<file path="src/rtl/tvdfl_pkg.sv">
`timescale 1ns / 1ps
package tvdfl_pkg;

	// Field and datapath widths
	localparam int IN_W      = 32;          // signed input differences
	localparam int OUT_W     = IN_W + 1;    // signed limited slope
	localparam int MAG_W     = IN_W;        // unsigned magnitudes and quotient
	localparam int DEN_W     = MAG_W + 1;   // |c| + |u| + 1
	localparam int NUM_W     = 2 * MAG_W;   // 2 |c| |u|
	localparam int DIV_STEPS = MAG_W;       // one quotient bit per divider cell

	// Limiter selection
	typedef enum logic [1:0] {
		MODE_NONE     = 2'd0,
		MODE_SUPERBEE = 2'd1,
		MODE_VANLEER  = 2'd2,
		MODE_MINMOD   = 2'd3
	} mode_t;

	// Side information that travels with a request down the divider chain
	typedef struct packed {
		logic             vl;       // result is the quotient
		logic             neg;      // upwind input negative
		logic [MAG_W-1:0] alt_mag;  // superbee / minmod / zero magnitude
	} tvdfl_ctl_t;

	// Restoring divider state: partial remainder, numerator bits that are
	// still to come (shifted out at the top while quotient bits shift in)
	typedef struct packed {
		logic [DEN_W-1:0] rem;
		logic [MAG_W-1:0] nq;
		logic [DEN_W-1:0] den;
	} tvdfl_div_t;

endpackage

</file>
<file path="src/rtl/tvdfl_div_cell.sv">
`timescale 1ns / 1ps
module tvdfl_div_cell (
	input  logic                   clk,
	input  logic                   arst_n,
	input  logic                   in_valid,
	output logic                   in_stall,
	input  tvdfl_pkg::tvdfl_ctl_t  in_ctl,
	input  tvdfl_pkg::tvdfl_div_t  in_div,
	output logic                   out_valid,
	input  logic                   out_stall,
	output tvdfl_pkg::tvdfl_ctl_t  out_ctl,
	output tvdfl_pkg::tvdfl_div_t  out_div
);
	import tvdfl_pkg::*;

	logic         v_q;
	tvdfl_ctl_t   ctl_q;
	tvdfl_div_t   div_q;
	tvdfl_div_t   div_nxt;
	logic [DEN_W:0] trial, diff;
	logic         ge;

	assign in_stall = v_q && out_stall;

	// One restoring step: bring down a numerator bit, try the subtract
	always_comb begin
		trial       = {in_div.rem, in_div.nq[MAG_W-1]};
		diff        = trial - {1'b0, in_div.den};
		ge          = !diff[DEN_W];
		div_nxt.rem = ge ? diff[DEN_W-1:0] : trial[DEN_W-1:0];
		div_nxt.nq  = {in_div.nq[MAG_W-2:0], ge};
		div_nxt.den = in_div.den;
	end

	always_ff @(posedge clk or negedge arst_n) begin
		if (!arst_n) begin
			v_q <= 1'b0;
		end else if (!in_stall) begin
			v_q <= in_valid;
		end
	end

	always_ff @(posedge clk) begin
		if (!in_stall && in_valid) begin
			ctl_q <= in_ctl;
			div_q <= div_nxt;
		end
	end

	assign out_valid = v_q;
	assign out_ctl   = ctl_q;
	assign out_div   = div_q;

endmodule
</file>
<file path="config.mk">
export PLATFORM = sky130hd
export DESIGN_NAME = tvdfl_div_cell
export DESIGN_NICKNAME = d
export VERILOG_FILES = /design/src/rtl/tvdfl_pkg.sv /design/src/rtl/tvdfl_div_cell.sv
export SDC_FILE = /design/constraint.sdc
export NUM_CORES = 1
export LEC_CHECK = 0
export ABC_CLOCK_PERIOD_IN_PS = 16600
export BUFFER_PORTS_ARGS = -buffer_cell sky130_fd_sc_hd__buf_4
export CAP_MARGIN = 20
export CORE_MARGIN = 2
export CORE_UTILIZATION = 52
export CTS_CLUSTER_SIZE = 25
export DETAILED_ROUTE_END_ITERATION = 8
export HOLD_SLACK_MARGIN = 0.02
export PLACE_DENSITY_LB_ADDON = 0.08
export SYNTH_ARGS = -nofsm -noshare
export SYNTH_HDL_FRONTEND = slang
export SYNTH_SLANG_ARGS = --single-unit
</file>
<file path="constraint.sdc">
create_clock -name clk -period 16.6 [get_ports clk]
set_input_delay 0.83 -clock clk [delete_from_list [all_inputs] [get_ports clk]]
set_output_delay 0.83 -clock clk [all_outputs]
set_load 0.05 [all_outputs]
</file>
; After elaboration in Yosys (flattened, before gate mapping)
; Cells that the tools add are included.
[word_totals]
register_bits = 133
out_inout_bits = 134
input_bits = 136
[classes]
n_reduce_logical = 4
addsub = 1
mux = 1
[op_table]
columns = cell, n
row1 = subtractor 34 x 33 -> 34 bit, 1
row2 = two-way mux 33 bit, 1
row3 = logical AND 1 bit, 2
row4 = zero test 1 bit, 2

; Longest topological paths before layout
[logic_depth]
ltp_word = 3
mapped_depth = 13
depth_no_buf = 12

; Worst setup path after synthesis
; Ideal clock, no wire load.
[synth_path]
path_kind = input to register
start = input port out_stall
end = register ctl_q (netlist bit out_ctl[0]) (enable)
stages = 2
t_arrival_ns = 6.993
path_slack_ns = 8.969
path_buffers = 0
t_required_ns = 15.963
cell_sequence = and2_1 > nor2b_1
[synth_via]
elab_chain_len = 3
[synth_rtl]
columns = element, line
row1 = start: declaration, tvdfl_div_cell.sv:10  ; input logic out_stall,
row2 = logical AND 1 bit, tvdfl_div_cell.sv:23  ; assign in_stall = v_q && out_stall;
row3 = zero test 1 bit, tvdfl_div_cell.sv:44  ; if (!in_stall && in_valid) begin
row4 = logical AND 1 bit, tvdfl_div_cell.sv:44
row5 = end signal: assignment, tvdfl_div_cell.sv:45  ; ctl_q <= in_ctl;
row6 = end: declaration, tvdfl_div_cell.sv:17  ; tvdfl_ctl_t ctl_q;
; No other way between the ends.
; A chain may end at the register's enable or synchronous reset.

==> metrics.txt <==
Vias/cell=about 5.3; FF+latch count, synth=133; total global routing overflow=0; Avg Cell Area, Syn=between 10 and 15 um2; min cycle time layout=between 3 and 4 ns; post-DP HPWL=~12,000 um; CTS Sinks=133; fin crit share=roughly a quarter; routed vias=approximately 4,700; final hold vios=0; Max FO, Critical Path=19; Arrival @ worst endpoint=around 4.1 ns; Antenna Cells=0; maximum VDD drop=between 0.00005 and 0.00006 V; Combinational Power Share=24.8%; Min-Delay Path Class=in2async; # nets final=between 800 and 900; RD Place Congestion=around 0.79; first-pass GRT wire length=between 20,000 and 25,000 um; outcome=completed; Max clock buf depth=2; gr usage total=between 20% and 30%; Startpoint Class=primary input; Async SR Flop Fraction=less than 1%; RSZ-0062 raised after global routing=false; Hold-fix buffers, CTS=0; WP data required=~17 ns; NetSw=just over 0.3 mW; worst hold margin=between 0.15 and 0.2 ns; DIE WIDTH=between 100 and 150 um; Fin Clk Skew=between 0.005 and 0.006 ns; largest net degree at the start of global routing=80; Switching Fraction=between 20 and 30%; most frequent cells in the layout=buf_4, edfxtp_1, inv_1; Sequential Power Share=a little under two fifths; sequential area share after synthesis=between 60% and 70%; cts bufs inserted=17; Post-CTS Setup Bufs=0; ys flop type=edfxtp_1; # IOs=270; CTS clk-pin slew, worst paths=0.05 ns; initial antenna violation count=0; Synth warnings=0; critical path endpoint category=flop; Clock Latency Late Sink=about 0.41 ns; Cells after DPL=852; Die Y=roughly 110 um; f_max=approximately 260 MHz; most common cell after layout, fill and taps aside=buf_4; First-pass DRT Iterations=5; die area=13,200 um2; initial detailed-routing violation count=approximately 370; layout cell share with drive strength beyond 1=a little under half; max-capacitance violation count=0; Final ANT Viol Nets=0; Clock power frac=around 37%; Synth Net Count=between 600 and 700; H-tree depth=4; TritonCTS clock tree=done; PostCTS Resize Cnt=0; Yosys cell types=55; Setup CP Type=in2reg; clock root buffer=clkbuf_16; core area=approximately 12,000 um2; cells after synthesis=439; EDFF count, synth=132; Leakage=about 4.1 nW; drc violations=0; vias in the first global route=4,589; pwr/cell area=117 nW/um2; Int Pwr=about 0.77 mW; # rows=40; Port Buf Inserts=~270; Non-Filler Instances=roughly 880; Layout area overhead=44.3%; post-synthesis cell area=between 6000 and 7000 um2; Worst slew margin=32.1%; setup violators final=0; fin. max-slew vios=0; setup TNS=0 ns; initial core utilization=a little over half; wire per inst=18.2 um; final wirelength=about 16,000 um; Least-Margin Pin Slew=about 1 ns
per-layer routing:
layer	track usage, %	wire length (um)
met2	42.5	8460
met3	6.09	1050
met4	12.0	560
met5	0	0
met1	27.8	6040
state kept, by name, summed over array words and instances (netlist names):
signal and count:
out_div 98, out_valid 1, out_ctl 34
metrics by stage:
step                      power (mW)  area [um2]  util, %  worst slack (ns)
final                           1.08        9190     76.9             12.69
after global routing            1.11        9190     76.9             12.42
after CTS                       1.08        9190     76.9             12.67
after detailed placement       0.682        8560     71.5             12.27
after global placement         0.677        8560     71.5             12.32
after floorplan                0.604        6370        -              8.97
critical path, cell delays in order:
cell and delay, ns:
buf_4 0.08, inv_1 0.04, ha_1 0.37, nand2_1 0.15
o211ai_1 0.22, o211ai_1 0.19, a32oi_2 0.27, nand3_2 0.12
o2111ai_4 0.14, a31oi_4 0.16, xnor2_4 0.64, buf_4 0.45
mux2_2 0.38
cells by family (layout without fill, tap and decap cells):
group / Yosys count / in the layout / synth area share (%)
DFF: 133 / 133 / 62.6
AOI/OAI and AO/OA: 83 / 83 / 9.53
and+or+nand+nor: 78 / 78 / 5.95
buffers and inverters: 47 / 345 / 3.14
adders and majority gates: 34 / 34 / 6.80
muxes: 34 / 34 / 7.54
xor gates and xnor gates: 30 / 30 / 4.42
Yosys cell counts, types with 4 or more instances:
cell type	number	area (um2)
inv_1	41	154
o21a_1	4	30.0
ha_1	33	413
xor2_1	6	52.6
nor2_1	20	75.1
a21o_1	9	67.6
o21ai_0	8	40.0
edfxtp_1	132	3960
xnor2_1	23	201
nand3_1	6	30.0
mux2_4	27	405
and2_1	4	25.0
o211ai_1	4	30.0
a21oi_1	29	145
mux2_2	4	45.0
nand2_1	23	86.3
nand2b_1	5	31.3
or2_2	4	25.0
nor3_1	4	20.0
cell type report:
type	count	area, um2
inverter	41	154
multi-input combinational	259	2190
clock inverter	15	210
sequential	133	3990
fill	757	2770
tap	147	184
timing repair buffer	272	2040
clock buffer	17	425
path summary, 6_finish.rpt:
kind / depth (start not counted) / slack, ns / start / to
min in group clk: 1 / 0.60 / in_div[56] / out_div[57]
min: 1 / 0.19 / arst_n / out_valid
max in group asynchronous: 1 / 16.32 / arst_n / out_valid
max: 13 / 12.69 / in_div[12] / out_div[68]
min reg2reg: 2 / 0.72 / out_valid / out_valid
max reg2reg: 3 / 14.69 / out_valid / out_div[87]
power groups by stage:
stage          registers [mW]  logic, mW  clock network, mW
6_report                0.409      0.267              0.401
5_1_grt                 0.411      0.284              0.420
4_1_cts                 0.409      0.269              0.406
3_5_place_dp            0.415      0.267                  0
3_3_place_gp            0.415      0.262                  0
2_1_floorplan           0.498      0.106                  0
Power figures use the tool's default switching activity.
