### src/rtl/tvdfl_pkg.sv
`timescale 1ns / 1ps
package tvdfl_pkg;

	// Field and datapath widths
	localparam int IN_W      = 32;          // signed input differences
	localparam int OUT_W     = IN_W + 1;    // signed limited slope
	localparam int MAG_W     = IN_W;        // unsigned magnitudes and quotient
	localparam int DEN_W     = MAG_W + 1;   // |c| + |u| + 1
	localparam int NUM_W     = 2 * MAG_W;   // 2 |c| |u|
	localparam int DIV_STEPS = MAG_W;       // one quotient bit per divider cell

	// Limiter selection
	typedef enum logic [1:0] {
		MODE_NONE     = 2'd0,
		MODE_SUPERBEE = 2'd1,
		MODE_VANLEER  = 2'd2,
		MODE_MINMOD   = 2'd3
	} mode_t;

	// Side information that travels with a request down the divider chain
	typedef struct packed {
		logic             vl;       // result is the quotient
		logic             neg;      // upwind input negative
		logic [MAG_W-1:0] alt_mag;  // superbee / minmod / zero magnitude
	} tvdfl_ctl_t;

	// Restoring divider state: partial remainder, numerator bits that are
	// still to come (shifted out at the top while quotient bits shift in)
	typedef struct packed {
		logic [DEN_W-1:0] rem;
		logic [MAG_W-1:0] nq;
		logic [DEN_W-1:0] den;
	} tvdfl_div_t;

endpackage

### src/rtl/tvdfl_front.sv
`timescale 1ns / 1ps
module tvdfl_front (
	input  logic                                 clk,
	input  logic                                 arst_n,
	input  tvdfl_pkg::mode_t                     mode,
	input  logic                                 in_valid,
	output logic                                 in_stall,
	input  logic signed [tvdfl_pkg::IN_W-1:0]    upwind_diff,
	input  logic signed [tvdfl_pkg::IN_W-1:0]    central_diff,
	output logic                                 out_valid,
	input  logic                                 out_stall,
	output tvdfl_pkg::tvdfl_ctl_t                out_ctl,
	output tvdfl_pkg::tvdfl_div_t                out_div
);
	import tvdfl_pkg::*;

	logic             v_s1, v_s2;
	logic             stall_s1, stall_s2;
	logic [MAG_W-1:0] mu_s1, mc_s1;
	logic             match_s1, neg_s1;
	mode_t            mode_s1;
	logic [NUM_W-1:0] prod_s2;
	logic [DEN_W-1:0] den_s2;
	tvdfl_ctl_t       ctl_s2;

	logic [MAG_W-1:0] mu_abs, mc_abs;
	logic             match_in;
	logic [DEN_W-1:0] mu2, mc2, sb_a, sb_b, sb_max;
	logic [MAG_W-1:0] alt_mag;
	logic [NUM_W-1:0] num;

	// Stall chain: a stage holds only when full and its successor holds
	assign stall_s2 = v_s2 && out_stall;
	assign stall_s1 = v_s1 && stall_s2;
	assign in_stall = stall_s1;

	// Magnitudes and sign agreement of the inputs
	always_comb begin
		mu_abs   = upwind_diff[IN_W-1]  ? MAG_W'(~upwind_diff + 1'b1)  : MAG_W'(upwind_diff);
		mc_abs   = central_diff[IN_W-1] ? MAG_W'(~central_diff + 1'b1) : MAG_W'(central_diff);
		match_in = (upwind_diff != '0) && (central_diff != '0)
			&& (upwind_diff[IN_W-1] == central_diff[IN_W-1]);
	end

	// Stage 1: register magnitudes, sign and mode
	always_ff @(posedge clk or negedge arst_n) begin
		if (!arst_n) begin
			v_s1 <= 1'b0;
		end else if (!stall_s1) begin
			v_s1 <= in_valid;
		end
	end

	always_ff @(posedge clk) begin
		if (!stall_s1 && in_valid) begin
			mu_s1    <= mu_abs;
			mc_s1    <= mc_abs;
			match_s1 <= match_in;
			neg_s1   <= upwind_diff[IN_W-1];
			mode_s1  <= mode;
		end
	end

	// Superbee and minmod magnitudes
	always_comb begin
		mu2     = {mu_s1, 1'b0};
		mc2     = {mc_s1, 1'b0};
		sb_a    = ({1'b0, mc_s1} < mu2) ? {1'b0, mc_s1} : mu2;
		sb_b    = (mc2 < {1'b0, mu_s1}) ? mc2 : {1'b0, mu_s1};
		sb_max  = (sb_a > sb_b) ? sb_a : sb_b;
		alt_mag = '0;
		if (match_s1) begin
			case (mode_s1)
				MODE_SUPERBEE: alt_mag = MAG_W'(sb_max);
				MODE_MINMOD:   alt_mag = (mc_s1 < mu_s1) ? mc_s1 : mu_s1;
				default:       alt_mag = '0;
			endcase
		end
	end

	// Stage 2: product and divisor for van Leer
	always_ff @(posedge clk or negedge arst_n) begin
		if (!arst_n) begin
			v_s2 <= 1'b0;
		end else if (!stall_s2) begin
			v_s2 <= v_s1;
		end
	end

	always_ff @(posedge clk) begin
		if (!stall_s2 && v_s1) begin
			prod_s2         <= NUM_W'(mu_s1) * NUM_W'(mc_s1);
			den_s2          <= DEN_W'(mu_s1) + DEN_W'(mc_s1) + DEN_W'(1);
			ctl_s2.vl       <= match_s1 && (mode_s1 == MODE_VANLEER);
			ctl_s2.neg      <= neg_s1;
			ctl_s2.alt_mag  <= alt_mag;
		end
	end

	// Divider entry: numerator 2|c||u|, zero when the quotient is not used
	always_comb begin
		num          = ctl_s2.vl ? {prod_s2[NUM_W-2:0], 1'b0} : '0;
		out_div.rem  = {1'b0, num[NUM_W-1:MAG_W]};
		out_div.nq   = num[MAG_W-1:0];
		out_div.den  = den_s2;
		out_ctl      = ctl_s2;
		out_valid    = v_s2;
	end

endmodule

### config.mk
export PLATFORM = sky130hd
export DESIGN_NAME = tvdfl_front
export DESIGN_NICKNAME = d
export VERILOG_FILES = /design/src/rtl/tvdfl_pkg.sv /design/src/rtl/tvdfl_front.sv
export SDC_FILE = /design/constraint.sdc
export NUM_CORES = 2
export LEC_CHECK = 0
export BUFFER_PORTS_ARGS = -buffer_cell sky130_fd_sc_hd__buf_4
export CAP_MARGIN = 10
export CORE_UTILIZATION = 50
export CTS_CLUSTER_SIZE = 40
export DETAILED_ROUTE_END_ITERATION = 8
export PLACE_DENSITY = 0.67
export SLEW_MARGIN = 20
export SYNTH_ARGS = -nofsm -noshare
export SYNTH_HDL_FRONTEND = slang
export SYNTH_SLANG_ARGS = --single-unit
### constraint.sdc
create_clock -name clk -period 11.49 [get_ports clk]
set_input_delay 0.5745 -clock clk [delete_from_list [all_inputs] [get_ports clk]]
set_output_delay 0.5745 -clock clk [all_outputs]
set_load 0.01 [all_outputs]
After elaboration in Yosys (flattened, before gate mapping)
Cells that the tools add are included.

Bits in registers: 200. Output and inout bits: 134. Word-level logic and storage cells: 48.

Add/subtract/negate cells: 4. Multiply operators: 1. Magnitude comparators: 4. Equal/unequal tests: 4. Muxes and demuxes: 8. Bitwise logic cells: 2. Reduce and logical (&&, ||, !) cells: 11.

Operators with widths (count): $mux W33 (2); $add A32 B1 Y32 const B (2); $mux W32 (2); $mux W64 (1); $not A32 Y32 (2); $pmux W32 S2 (1); $reduce_bool A32 Y1 (2); $mul A32 B32 Y63 (1); $mux W31 (2); $add A32 B32 Y33 (1); $add A33 B1 Y33 const B (1); $gt A33 B33 Y1 (1); $lt A32 B33 Y1 (1); $lt A33 B32 Y1 (1); $lt A32 B32 Y1 (1); $logic_and A1 B1 Y1 (7); $eq A2 B2 Y1 const B (2); $eq A2 B1 Y1 const B (1); $logic_not A1 Y1 (2); $eq A1 B1 Y1 (1).

Depth between registers and ports, before layout
Word-level depth: 5. Gate-level depth with buffers: 29.

Worst setup path before layout
No wires, ideal clock.

Path type: input to register. Start: input port out_stall. End: register den_s2[0] (enable). Library setup time: 0.818 ns. Arrival time: 9.931 ns. Required time: 10.672 ns. Path slack: 0.740 ns. Stages on the path: 1. Cell sequence: a21boi_0.

Longest elaborated chain between the ends: 3.

RTL lines: start: declaration (RTL line tvdfl_front.sv:11) `input logic out_stall,`; $logic_and A1 B1 Y1 (RTL line tvdfl_front.sv:33) `assign stall_s2 = v_s2 && out_stall;`; $logic_not A1 Y1 (RTL line tvdfl_front.sv:91) `if (!stall_s2 && v_s1) begin`; $logic_and A1 B1 Y1 (RTL line tvdfl_front.sv:91); end signal: assignment (RTL line tvdfl_front.sv:93) `den_s2 <= DEN_W'(mu_s1) + DEN_W'(mc_s1) + DEN_W'(1);`; end: declaration (RTL line tvdfl_front.sv:23) `logic [DEN_W-1:0] den_s2;`.

No other way between the ends. A chain may end at the register's enable or synchronous reset.

Worst setup path in the final report
Start: register mc_s1[12]. End: register prod_s2[59], data pin.

Longest elaborated chain between the ends: 1.

RTL lines: start: declaration (RTL line tvdfl_front.sv:19) `logic [MAG_W-1:0] mu_s1, mc_s1;`; start signal: assignment (RTL line tvdfl_front.sv:57) `mc_s1 <= mc_abs;`; $mul A32 B32 Y63 (RTL line tvdfl_front.sv:92) `prod_s2 <= NUM_W'(mu_s1) * NUM_W'(mc_s1);`; end signal: assignment (RTL line tvdfl_front.sv:92); end: declaration (RTL line tvdfl_front.sv:22) `logic [NUM_W-1:0] prod_s2;`.

No other way between the ends.

==> metrics.txt <==
design area ~0.051 sq mm; CP Class register to register; CTS Buf Count 17; DIE WIDTH roughly 310 microns; Pre-antenna DRT Iters 7; MaxCap Viol Count 0; CTS max path bufs 2; DR DRC count 0; Clk pin slew, worst setup/hold paths about 0.14 ns; multi-input logic area roughly 0.037 sq mm; layout net count about 6400; reg2reg path depth 24; register bit total from synthesis 200; Achievable Freq roughly 0.11 GHz; fill count between 8000 and 9000; GRT Total Usage 0.2950; top cells by area, synth fa_1 (38%), ha_1 (13%), edfxtp_1 (12%); final setup vio count 0; Yosys top cell area share 0.3765; Crit Path Max Fanout 26; final hold viol count 0; number of buffers added on ports between 200 and 250; dominant cell type by area after synthesis fa_1; status complete, no violations; CTS Root Buffer Type clkbuf_16; register area 0.005996 sq mm; post-DR vias/cell about 5.6; capturing point of the worst reg2reg path prod_s2[59]; family with the most delay on the worst path adder cells; Endpoint, Worst Hold mode_s1[0]; routed wire length ~140 mm; Resized cells post-CTS 0; min Tclk post-route between 9 and 10 ns; most used cell, CP fa_1; critical path arrival 9.65 ns; ANT nets after route 0; Clock Skew approximately 0.045 ns; post-DP HPWL 105.2 mm; top cells by count, synth inv_1 (1001), fa_1 (895), and2_1 (593); relative slew slack 0.2316; top_reg_cell synth edfxtp_1; H-tree levels 4; Yosys warning total 0; Worst Hold Path Cells 1; num rows approximately 110; flop-to-flop setup slack ~2.1 ns; post-CTS setup buffers 0; Clock Sink Count 200; asr flop ratio synth 0.01000; Post-Synthesis Cell Area 0.04758 sq mm; CTS tree yes; Worst Path Buf+Inv 4; Setup TNS Final 0 ns; core area 0.09375 sq mm; GRT overflow 0; Clock Latency Late Sink between 0.5 and 0.6 ns; die area roughly 0.096 sq mm; hold slack final between 0.2 and 0.25 ns; worst slew pin tran between 1 and 1.5 ns; placed inst area between 0.05 and 0.06 sq mm; die height 310.5 microns; layout cells sized above 1 0.07066; drt wl/cell 22.05 microns; slowest stage delay, CP ~1.1 ns; reg-to-reg critical path startpoint mc_s1[12]; starting density of the core 0.5076; Critical-path top delay cell edfxtp_1; endpoint class of the critical path register; Detailed Route Iter0 Violations between 2000 and 2500; Synth cell types 79; cell with the most instances after synthesis inv_1; I/O pins ~200; RePlAce Congestion roughly 0.9; CTS hold repair buffers 1; unrepaired setup endpoints after global routing no; initial antenna violation count 4; sequential area share after synthesis 0.1260; CP startpoint kind register; largest net degree at the start of global routing a little under 70; worst-path cell chain ha_1 -> xnor2_1 -> ha_1 -> a31o_2 -> fa_1 -> inv_1 -> fa_1 -> inv_1 -> fa_1 -> inv_1 -> fa_1 -> fa_1 -> fa_1 -> inv_1 -> fa_1 -> ha_1 -> nand4_1 -> or4_1 -> nor3_1 -> or4_1 -> nand2_1 -> o21bai_1 -> mux2i_1 -> a2111oi_0; Final Cycle Share 0.8133; vias in the first global route about 37000; hold_sp mode[0]; Via Count between 30000 and 40000; EDFF count, synth between 150 and 200; post-synthesis cell count roughly 5000; first-pass GRT wire length approximately 210 mm; worst hold-check path type input pin to register; Synth Area per Inst 9.594 sq um; worst path required time between 10 and 15 ns; Max Slew Vio Count 0; area grow syn2layout 6.958%
sequential cells by signal, summed over array words and instances (netlist names):
| signal | cells |
|---|---|
| match_s1 | 1 |
| neg_s1 | 1 |
| out_valid | 1 |
| den_s2 | 33 |
| v_s1 | 1 |
| prod_s2 | 63 |
| mc_s1 | 32 |
| mu_s1 | 32 |
| out_ctl | 34 |
| mode_s1 | 2 |
cell usage in the layout (no fill, tap or decap), types with 10 or more instances in the layout:
master,netlist,routed
nand4_1,52,52
a21o_1,93,93
nor2_1,78,78
o21ai_0,69,69
or3_1,13,13
or4_1,13,13
xnor2_1,121,121
and2_1,593,592
o221ai_1,33,33
inv_1,1001,1001
o21bai_1,20,20
a21oi_1,125,123
a31oi_1,10,10
buf_4,8,285
ha_1,481,481
edfxtp_1,198,198
xor2_1,28,28
o31ai_1,27,27
nand2b_1,46,46
nand2_1,479,479
nor3_1,28,28
o41ai_1,10,10
nand3_1,33,33
mux2i_1,95,95
nor4_1,16,16
clkbuf_16,0,17
fa_1,895,895
worst max-delay path by stage:
stage	start	to	slack, ns	depth (start not counted)
after detailed placement	mc_s1[12]	prod_s2[59]	2.28	24
after global placement	mc_s1[15]	prod_s2[59]	2.49	24
final	mc_s1[12]	prod_s2[59]	2.14	24
after CTS	mc_s1[12]	prod_s2[59]	2.26	24
after floorplan	out_stall	den_s2[0]	0.74	1
after global routing	mc_s1[12]	prod_s2[59]	2.01	24
layout make-up:
type | instances | share of cell area
sequential | 200 | 0.1178
antenna | 1 | 0.00004917
tap | 1254 | 0.03083
timing repair buffer | 286 | 0.04224
multi-input combinational | 3490 | 0.7234
clock buffer | 17 | 0.008359
clock inverter | 15 | 0.003417
inverter | 1002 | 0.07390
per-stage QoR:
step,worst slack [ns],util,cells
final,2.145,0.5429,6265
after floorplan,0.7402,-,4962
after global placement,2.486,0.5364,6231
after global routing,2.012,0.5429,6264
after CTS,2.264,0.5429,6264
after detailed placement,2.277,0.5364,6231
routing by layer:
metal | share of wire | global-route usage | vias up
li1 | - | - | 15420
met1 | 0.40 | 0.3831 | 17870
met2 | 0.48 | 0.4842 | 1490
met3 | 0.078 | 0.05442 | 331
met4 | 0.046 | 0.1245 | 2
met5 | 0.000065 | 0 | -
cells by family after synthesis:
logic type               count (synthesis)  synth area share
AO/OA/AOI/OAI                          465           0.06702
flip-flops                             200            0.1260
XOR/XNOR                               149           0.02743
other                                    2         0.0001578
multiplexers                            95           0.01998
adder cells (fa/ha/maj)               1376            0.5030
AND/OR/NAND/NOR                       1401            0.1550
buffers and inverters                 1272            0.1014
Power is left out: the tool's default activity adds up to more than one toggle a clock period on the data nets, which glitch-free logic cannot reach.
